--- src/hw/rtl/ihpc_pkg.sv ---
// types and constants shared by the ipv4 header parse and check block
package ihpc_pkg;

    localparam int unsigned CNT_W         = 6;
    localparam int unsigned MIN_HDR_WORDS = 5;

    // byte positions within the header
    localparam logic [CNT_W-1:0] IDX_TTL      = 6'd8;
    localparam logic [CNT_W-1:0] IDX_CSUM     = 6'd10;
    localparam logic [CNT_W-1:0] IDX_CSUM_LO  = 6'd11;
    localparam logic [CNT_W-1:0] IDX_ADDR     = 6'd12;
    localparam logic [CNT_W-1:0] IDX_ADDR_END = 6'd20;
    localparam logic [CNT_W-1:0] IDX_MAX      = 6'd60;

    typedef struct packed {
        logic [7:0] header_byte;
        logic       start_of_header;
    } ihpc_in_t;

    typedef struct packed {
        logic [3:0]  version;
        logic [3:0]  header_words;
        logic [5:0]  dscp;
        logic [1:0]  ecn;
        logic [15:0] tot_len;
        logic [15:0] identification;
        logic [2:0]  flag_bits;
        logic [12:0] frag_off;
        logic [7:0]  ttl;
        logic [7:0]  protocol;
        logic [63:0] address_pair;
        logic        checksum_ok;
    } ihpc_out_t;

    // 16-bit ones' complement add with end-around carry
    function automatic logic [15:0] ones_add(input logic [15:0] a, input logic [15:0] b);
        logic [16:0] s;
        s = {1'b0, a} + {1'b0, b};
        return s[15:0] + {15'd0, s[16]};
    endfunction

endpackage

--- src/hw/rtl/ipv4_header_parse_check.sv ---
// IPv4 header parser with header checksum check, one byte per cycle while no finished result waits on a low m_ready
//
// Takes an IPv4 header one byte a cycle in network order; start_of_header marks
// byte 0 and restarts any header in progress. Bytes without a start marker while
// idle are taken and dropped. After max(header_words,5)*4 bytes one result comes
// out holding the header fields and whether the ones' complement sum (checksum
// bytes counted as zero), complemented, equals the received checksum. The field
// capture, the running checksum add and the span compare sit between the byte
// handshake and the result register, so s_ready stays high in every cycle except
// when a finished result waits and m_ready is low. The result is visible on
// m_ports the cycle after the last header byte is accepted.
module ipv4_header_parse_check
    import ihpc_pkg::*;
(
    input  logic      aclk,
    input  logic      aresetn,
    input  logic      s_valid,
    output logic      s_ready,
    input  ihpc_in_t  s_data,
    output logic      m_valid,
    input  logic      m_ready,
    output ihpc_out_t m_data
);

    logic             active_reg, active_next;
    logic [CNT_W-1:0] cnt_reg, cnt_next;
    logic [15:0]      sum_reg, sum_next;
    logic [7:0]       pend_reg, pend_next;
    logic [15:0]      csum_reg, csum_next;
    logic [63:0]      fields_reg, fields_next;
    logic [63:0]      addr_reg, addr_next;
    logic [15:0]      tp_reg, tp_next;
    logic             m_valid_reg, m_valid_next;
    ihpc_out_t        out_reg, out_next;

    logic             accept;
    logic             work;
    logic [CNT_W-1:0] idx;
    logic [15:0]      sum_base;
    logic [3:0]       hw_eff;
    logic [CNT_W:0]   span;
    logic             last;
    logic [7:0]       b;

    assign s_ready = !m_valid_reg || m_ready;
    assign accept  = s_valid && s_ready;
    assign b       = s_data.header_byte;
    assign work    = accept && (s_data.start_of_header || active_reg);
    assign idx     = s_data.start_of_header ? '0 : cnt_reg;
    assign sum_base = s_data.start_of_header ? 16'd0 : sum_reg;

    // fields_reg holds byte 0 at the top once eight bytes are in; before that the
    // span is at least 20 so the compare below cannot fire on a stale nibble
    assign hw_eff = (fields_reg[59:56] < 4'(MIN_HDR_WORDS)) ? 4'(MIN_HDR_WORDS)
                                                             : fields_reg[59:56];
    assign span   = {1'b0, hw_eff, 2'b00};
    assign last   = ({1'b0, idx} + 7'd1) >= span;

    always_comb begin
        active_next  = active_reg;
        cnt_next     = cnt_reg;
        sum_next     = sum_reg;
        pend_next    = pend_reg;
        csum_next    = csum_reg;
        fields_next  = fields_reg;
        addr_next    = addr_reg;
        tp_next      = tp_reg;
        m_valid_next = m_valid_reg && !m_ready;
        out_next     = out_reg;

        if (work) begin
            sum_next = sum_base;
            if (idx < IDX_TTL) begin
                fields_next = {fields_reg[55:0], b};
            end else if (idx < IDX_CSUM) begin
                tp_next = {tp_reg[7:0], b};
            end else if (idx < IDX_ADDR) begin
                csum_next = {csum_reg[7:0], b};
            end else if (idx < IDX_ADDR_END) begin
                addr_next = {addr_reg[55:0], b};
            end

            if (!idx[0]) begin
                pend_next = b;
            end else if (idx != IDX_CSUM_LO) begin
                sum_next = ones_add(sum_base, {pend_reg, b});
            end

            if (last) begin
                active_next  = 1'b0;
                cnt_next     = '0;
                m_valid_next = 1'b1;
                out_next.version        = fields_next[63:60];
                out_next.header_words   = fields_next[59:56];
                out_next.dscp           = fields_next[55:50];
                out_next.ecn            = fields_next[49:48];
                out_next.tot_len        = fields_next[47:32];
                out_next.identification = fields_next[31:16];
                out_next.flag_bits      = fields_next[15:13];
                out_next.frag_off       = fields_next[12:0];
                out_next.ttl            = tp_next[15:8];
                out_next.protocol       = tp_next[7:0];
                out_next.address_pair   = addr_next;
                out_next.checksum_ok    = (~sum_next == csum_next);
            end else begin
                active_next = 1'b1;
                cnt_next    = idx + 6'd1;
            end
        end
    end

    always_ff @(posedge aclk) begin
        if (!aresetn) begin
            active_reg  <= 1'b0;
            cnt_reg     <= '0;
            sum_reg     <= '0;
            pend_reg    <= '0;
            m_valid_reg <= 1'b0;
        end else begin
            active_reg  <= active_next;
            cnt_reg     <= cnt_next;
            sum_reg     <= sum_next;
            pend_reg    <= pend_next;
            m_valid_reg <= m_valid_next;
        end
        csum_reg   <= csum_next;
        fields_reg <= fields_next;
        addr_reg   <= addr_next;
        tp_reg     <= tp_next;
        out_reg    <= out_next;
    end

    assign m_valid = m_valid_reg;
    assign m_data  = out_reg;

`ifndef SYNTH
    a_idle_count_zero: assert property (@(posedge aclk) disable iff (!aresetn)
        !active_reg |-> cnt_reg == '0)
        else $error("byte count not zero while idle");

    a_count_in_span: assert property (@(posedge aclk) disable iff (!aresetn)
        cnt_reg < IDX_MAX)
        else $error("byte count beyond largest header");

    a_result_from_request: assert property (@(posedge aclk) disable iff (!aresetn)
        $rose(m_valid_reg) |-> $past(accept))
        else $error("result raised without an accepted request");

    a_last_byte_odd: assert property (@(posedge aclk) disable iff (!aresetn)
        (work && last) |-> idx[0] && idx >= 6'd19)
        else $error("header ended on a bad byte position");
`endif

endmodule

--- config.mk ---
export PLATFORM = sky130hd
export DESIGN_NAME = ipv4_header_parse_check
export DESIGN_NICKNAME = d
export VERILOG_FILES = /design/src/hw/rtl/ihpc_pkg.sv /design/src/hw/rtl/ipv4_header_parse_check.sv
export SDC_FILE = /design/constraint.sdc
export NUM_CORES = 1
export LEC_CHECK = 0
export BUFFER_PORTS_ARGS = -buffer_cell sky130_fd_sc_hd__buf_2
export CAP_MARGIN = 20
export CORE_MARGIN = 3
export CORE_UTILIZATION = 63
export DETAILED_ROUTE_END_ITERATION = 16
export GPL_ROUTABILITY_DRIVEN = 0
export GPL_TIMING_DRIVEN = 0
export HOLD_SLACK_MARGIN = 0.06
export PLACE_DENSITY = 0.85
export SETUP_SLACK_MARGIN = 0.3
export SYNTH_ARGS = -nofsm -noshare
export SYNTH_HDL_FRONTEND = slang
export SYNTH_SLANG_ARGS = --single-unit
--- constraint.sdc ---
create_clock -name aclk -period 16.95 [get_ports aclk]
set_input_delay 0 -clock aclk [delete_from_list [all_inputs] [get_ports aclk]]
set_output_delay 0 -clock aclk [all_outputs]
set_load 0.005 [all_outputs]
Word-level counts from Yosys, hierarchy flattened. Cells that the tools add are included.

Output and inout bits: 147. Flip-flop bits (word level): 337. Input port bits: 13.

Equal/unequal tests: 2. Bitwise gates (word level): 2. Reductions and logical operators: 9. Magnitude comparators: 6. Muxes and demuxes: 21. Add/subtract/negate cells: 4.

Operators with widths (number): two-way mux 64 bit (5); two-way mux 16 bit (10); < comparator 6 x 4 -> 1 bit (second input constant) (3); adder 16 x 16 -> 17 bit (1); adder 16 x 1 -> 16 bit (1); equality test 16 bit (1); inverter 16 bit (1); two-way mux 6 bit (2); adder 6 x 1 -> 7 bit (second input constant) (1); >= comparator 7 x 6 -> 1 bit (1); adder 6 x 1 -> 6 bit (second input constant) (1); < comparator 6 x 5 -> 1 bit (second input constant) (1); != test 6 x 4 -> 1 bit (second input constant) (1); < comparator 4 x 3 -> 1 bit (second input constant) (1); two-way mux 4 bit (1); AND reduction 2 bit (2); logical AND 1 bit (3); two-way mux 1 bit (3); zero test 1 bit (2); logical OR 1 bit (2); inverter 1 bit (1).

Logic depth before layout (Yosys ltp).
Depth after elaboration: 8. Mapped depth: 27. Depth with buffers taken out: 22.

Worst setup path before layout. OpenSTA, ideal clock, no wires.

Kind: input to register. Start: input port s_data[0] (netlist name). End: register out_reg (netlist bit m_data[0]), enable pin. Path slack: 7.732 ns. Stages: 16. Buffers on the path: 6. Arrival time: 8.566 ns. Data required time: 16.298 ns. Cell sequence: buf_2 buf_2 buf_2 buf_2 clkbuf_1 clkbuf_1 nor2b_1 ha_1 xnor2_1 ha_1 nand2_1 a21boi_0 o21ai_0 nand2b_1 a21oi_1 nor2_1.

Longest elaborated chain between the ends: 4. Elaborated cells between the ends (all ways): 6. Those cells by class: add/sub: 1; order compare: 1; mux: 1; reduce/logical: 3.

Ends and longest elaborated chain: start, declared (line ipv4_header_parse_check.sv:19) `input ihpc_in_t s_data,`; two-way mux 6 bit (line ipv4_header_parse_check.sv:49) `assign idx = s_data.start_of_header ? '0 : cnt_reg;`; adder 6 x 1 -> 7 bit (line ipv4_header_parse_check.sv:57) `assign last = ({1'b0, idx} + 7'd1) >= span;`; >= comparator 7 x 6 -> 1 bit (line ipv4_header_parse_check.sv:57); AND reduction 2 bit (no source line) (*); end signal, assigned (line ipv4_header_parse_check.sv:130) `out_reg <= out_next;`; end, declared (line ipv4_header_parse_check.sv:34) `ihpc_out_t out_reg, out_next;`.

Every way passes the cells marked *; elsewhere a longest branch is shown, timed or not. A chain may end at the register's enable or synchronous reset.

Worst setup path after layout.
Start: input port s_data[0] (netlist name). End: register out_reg (netlist bit m_data[0]) (data pin).

Longest elaborated chain between the ends: 8. Elaborated cells between the ends (all ways): 17. Those cells by class: add/sub: 2; order compare: 3; eq/ne: 2; mux: 9; bitwise: 1.

Ends and longest elaborated chain: two-way mux 16 bit (line ipv4_header_parse_check.sv:50) `assign sum_base = s_data.start_of_header ? 16'd0 : sum_reg;`; adder 16 x 16 -> 17 bit (line ihpc_pkg.sv:38) `s = {1'b0, a} + {1'b0, b};`; adder 16 x 1 -> 16 bit (line ihpc_pkg.sv:39) `return s[15:0] + {15'd0, s[16]};`; two-way mux 16 bit (line ipv4_header_parse_check.sv:85) `end else if (idx != IDX_CSUM_LO) begin`; two-way mux 16 bit (line ipv4_header_parse_check.sv:83) `if (!idx[0]) begin`; two-way mux 16 bit (line ipv4_header_parse_check.sv:71) `if (work) begin`; inverter 16 bit (line ipv4_header_parse_check.sv:104) `out_next.checksum_ok = (~sum_next == csum_next);`; equality test 16 bit (*) (line ipv4_header_parse_check.sv:104).

Every way passes the cells marked *; elsewhere a longest branch is shown, timed or not. The select of a mux whose other input is x is not followed.

==> flow_metrics.tcl <==
set metrics [dict create \
    status "finished, final reports clean" \
    worst_setup_path_end_kind "flop" \
    synth_seq_cells 337 \
    r2r-end "m_data[0]" \
    dp_hpwl_mm 22.88 \
    wl_per_cell_um 22.24 \
    drc 0 \
    clkTransAtPathRegs_ns 0.06 \
    async_reset_ff_frac 0 \
    slew_headroom 0.2338 \
    area_growth_pct 16.31 \
    clock_skew_ns 0.009378 \
    cp.arrival_ns 7.04 \
    initialDrtViolationCount 1286 \
    holdPathStages 4 \
    synth_most_common_cell "edfxtp_1" \
    synth_area_sq_um 14980 \
    postCtsSetupRepairBufs 0 \
    postCtsResizedCells 0 \
    slew_viol_final 0 \
    core_area_sq_um 22980 \
    post_synth_num_cell_types 85 \
    min_period_over_period 0.3925 \
    drt_wl_total_mm 34.71 \
    min_from "s_data[5]" \
    drive_gt1_frac 0.3125 \
    cp-endpoint "m_data[0]" \
    fin_nets 1254 \
    synth.avg_cell_area_sq_um 14.68 \
    synth_top_area_frac 0.6116 \
    postPlaceCellArea_sq_um 16310 \
    yosysSeqAreaShare 0.6544 \
    hold_buffers 6 \
    clk_latency_ns 0.51 \
    antenna_found_initial 0 \
    grt_max_degree 89 \
    ys_warn_count 0 \
    grt_usage 0.2671 \
    grt_overflow 0 \
    drv_cap 0 \
    setup-tns-final_ns 0 \
    worstPathRequired_ns 17.33 \
    dieHeight_um 160.2 \
    yosys.area.top_type "edfxtp_1" \
    rsz0062_at_grt "no" \
    tritoncts "built" \
    cts_buffers 34 \
    reg2reg_from "sum_reg[0]" \
    drt_first_pass_iters 5 \
    path_max_fanout 10 \
    power_leakage_nw 6.183 \
    final_cell_area_sq_um 17420 \
    worst_slew_pin_slew_ns 1.145 \
    startpoint "s_data[0]" \
    min_period_ns 6.653 \
    postSynthCellCount 1020 \
    fmax_ghz 0.1503 \
    reg2reg_depth 22 \
    clockRootBuffer "clkbuf_16" \
    ant_nets 0 \
    largest_reg_flops 145 \
    cp-start-kind "primary input" \
    cts_buffer_depth 3 \
    synth_common_cells "edfxtp_1, mux2_2, nand2_1" \
    crit_type "in -> reg" \
    h-tree-depth 2 \
    hold_viol 0 \
    min_path_type "in -> reg" \
    synth-edff-count 305 \
    synth_area_leaders "edfxtp_1, mux2_2, dfxtp_1" \
    syn_nets 1049 \
    grt_pass1_wl_mm 53.92 \
    ir_drop_mv 0.06140 \
    die_x_um 160.2 \
    finalSetupViolCount 0 \
    io_buffers 155 \
    grt_pass1_vias 9570 \
    ioPinCount 160 \
    num_rows 55 \
    diodes 0 \
    start_util 0.6516 \
    clock_sinks 337 \
    dieArea_sq_um 25660 \
    synthFlopType "edfxtp_1" \
    route.vias.total 9649 \
    reg2reg_slack_ns 10.80 \
    viasPerCell 6.181 \
    power_density_nw_per_um2 100.5 \
]
[layout make-up]
| type | instances | area [sq um] |
|---|---|---|
| Sequential cell | 337 | 9799 |
| Fill cell | 1317 | 5567 |
| Multi-Input combinational cell | 604 | 4862 |
| Timing Repair Buffer | 169 | 985.9 |
| Clock buffer | 46 | 937.1 |
| Tap cell | 313 | 391.6 |
| Buffer | 54 | 235.2 |
| Clock inverter | 13 | 107.6 |
| Inverter | 25 | 98.84 |
[cells by family (layout without fill, tap and decap cells)]
kind of cell	after synthesis	count (layout)	synth area share
and+or+nand+nor	209	209	0.07812
adders and majority gates	16	16	0.01387
buffers and inverters	79	307	0.02197
AOI/OAI and AO/OA	165	165	0.07653
muxes	162	162	0.1205
DFF	337	337	0.6544
xor gates and xnor gates	52	52	0.03467
[how the worst min path moves through the flow]
stage / end / slack [ns]
floorplan: s_ready / 0.12
global placement: cnt_reg[5] / 0.30
detailed placement: cnt_reg[5] / 0.31
CTS: pend_reg[4] / 0.1
global route: pend_reg[4] / 0.18
finish: pend_reg[4] / 0.12
[routing by layer]
layer | GRT usage | vias up | share of wire
li1 | - | 4297 | -
met1 | 0.3585 | 4749 | 0.39
met2 | 0.4472 | 512 | 0.49
met3 | 0.04617 | 91 | 0.087
met4 | 0.09112 | 0 | 0.032
met5 | 0 | - | 0
[cell usage in the layout, fill, tap and decap left out, drive strengths merged, types with 9 or more instances in the layout]
master | Yosys | layout
nand2 | 45 | 45
nor3 | 9 | 9
a21oi | 20 | 20
nand3 | 18 | 18
edfxtp | 305 | 305
o21ai | 45 | 45
ha | 15 | 15
nor2b | 35 | 35
a21boi | 10 | 10
clkbuf | 30 | 76
o211ai | 13 | 13
clkinv | 1 | 13
nor2 | 37 | 37
xor2 | 18 | 18
mux2i | 16 | 16
xnor2 | 30 | 30
a22oi | 13 | 13
or3 | 9 | 9
and2 | 12 | 12
dfxtp | 32 | 32
mux2 | 146 | 146
inv | 24 | 24
buf | 24 | 187
[per-stage QoR]
stage          utilization  hold WS [ns]  cells  setup WS, ns  total power [mW]
2_1_floorplan            -        0.1200   1020         7.732             1.025
3_3_place_gp        0.7023        0.3026   1488         3.864             1.051
3_5_place_dp        0.7097        0.3075   1496         9.996             1.052
4_1_cts             0.7578       0.09961   1561         10.49             1.753
5_1_grt             0.7578        0.1762   1561         10.07             1.798
6_report            0.7578        0.1207   1561         10.30             1.751
[report_power, final]
part / switching, mW / internal, mW / total (mW)
Sequential: 0.0137 / 0.935 / 0.949
Combinational: 0.0565 / 0.0350 / 0.0915
Clock: 0.306 / 0.405 / 0.711
[worst max-delay path: stages]
cell	delay [ns]
buf_2	0.14
buf_2	0.19
buf_2	0.21
buf_2	0.21
buf_2	0.24
clkbuf_1	0.32
nor2b_1	0.27
ha_1	0.25
inv_1	0.07
fa_1	0.40
nand2b_1	0.19
o2bb2ai_1	0.23
a211oi_4	0.35
o2111ai_2	0.22
a211oi_1	0.29
a211o_1	0.28
a21o_1	0.15
a21o_1	0.19
ha_1	0.21
and3_1	0.22
nand4_1	0.19
nor4b_2	0.50
and4_1	0.32
nand4bb_4	0.15
o31a_1	0.34
or3_1	0.39
a211oi_2	0.30
o2111a_1	0.21
Power figures use the tool's default switching activity.
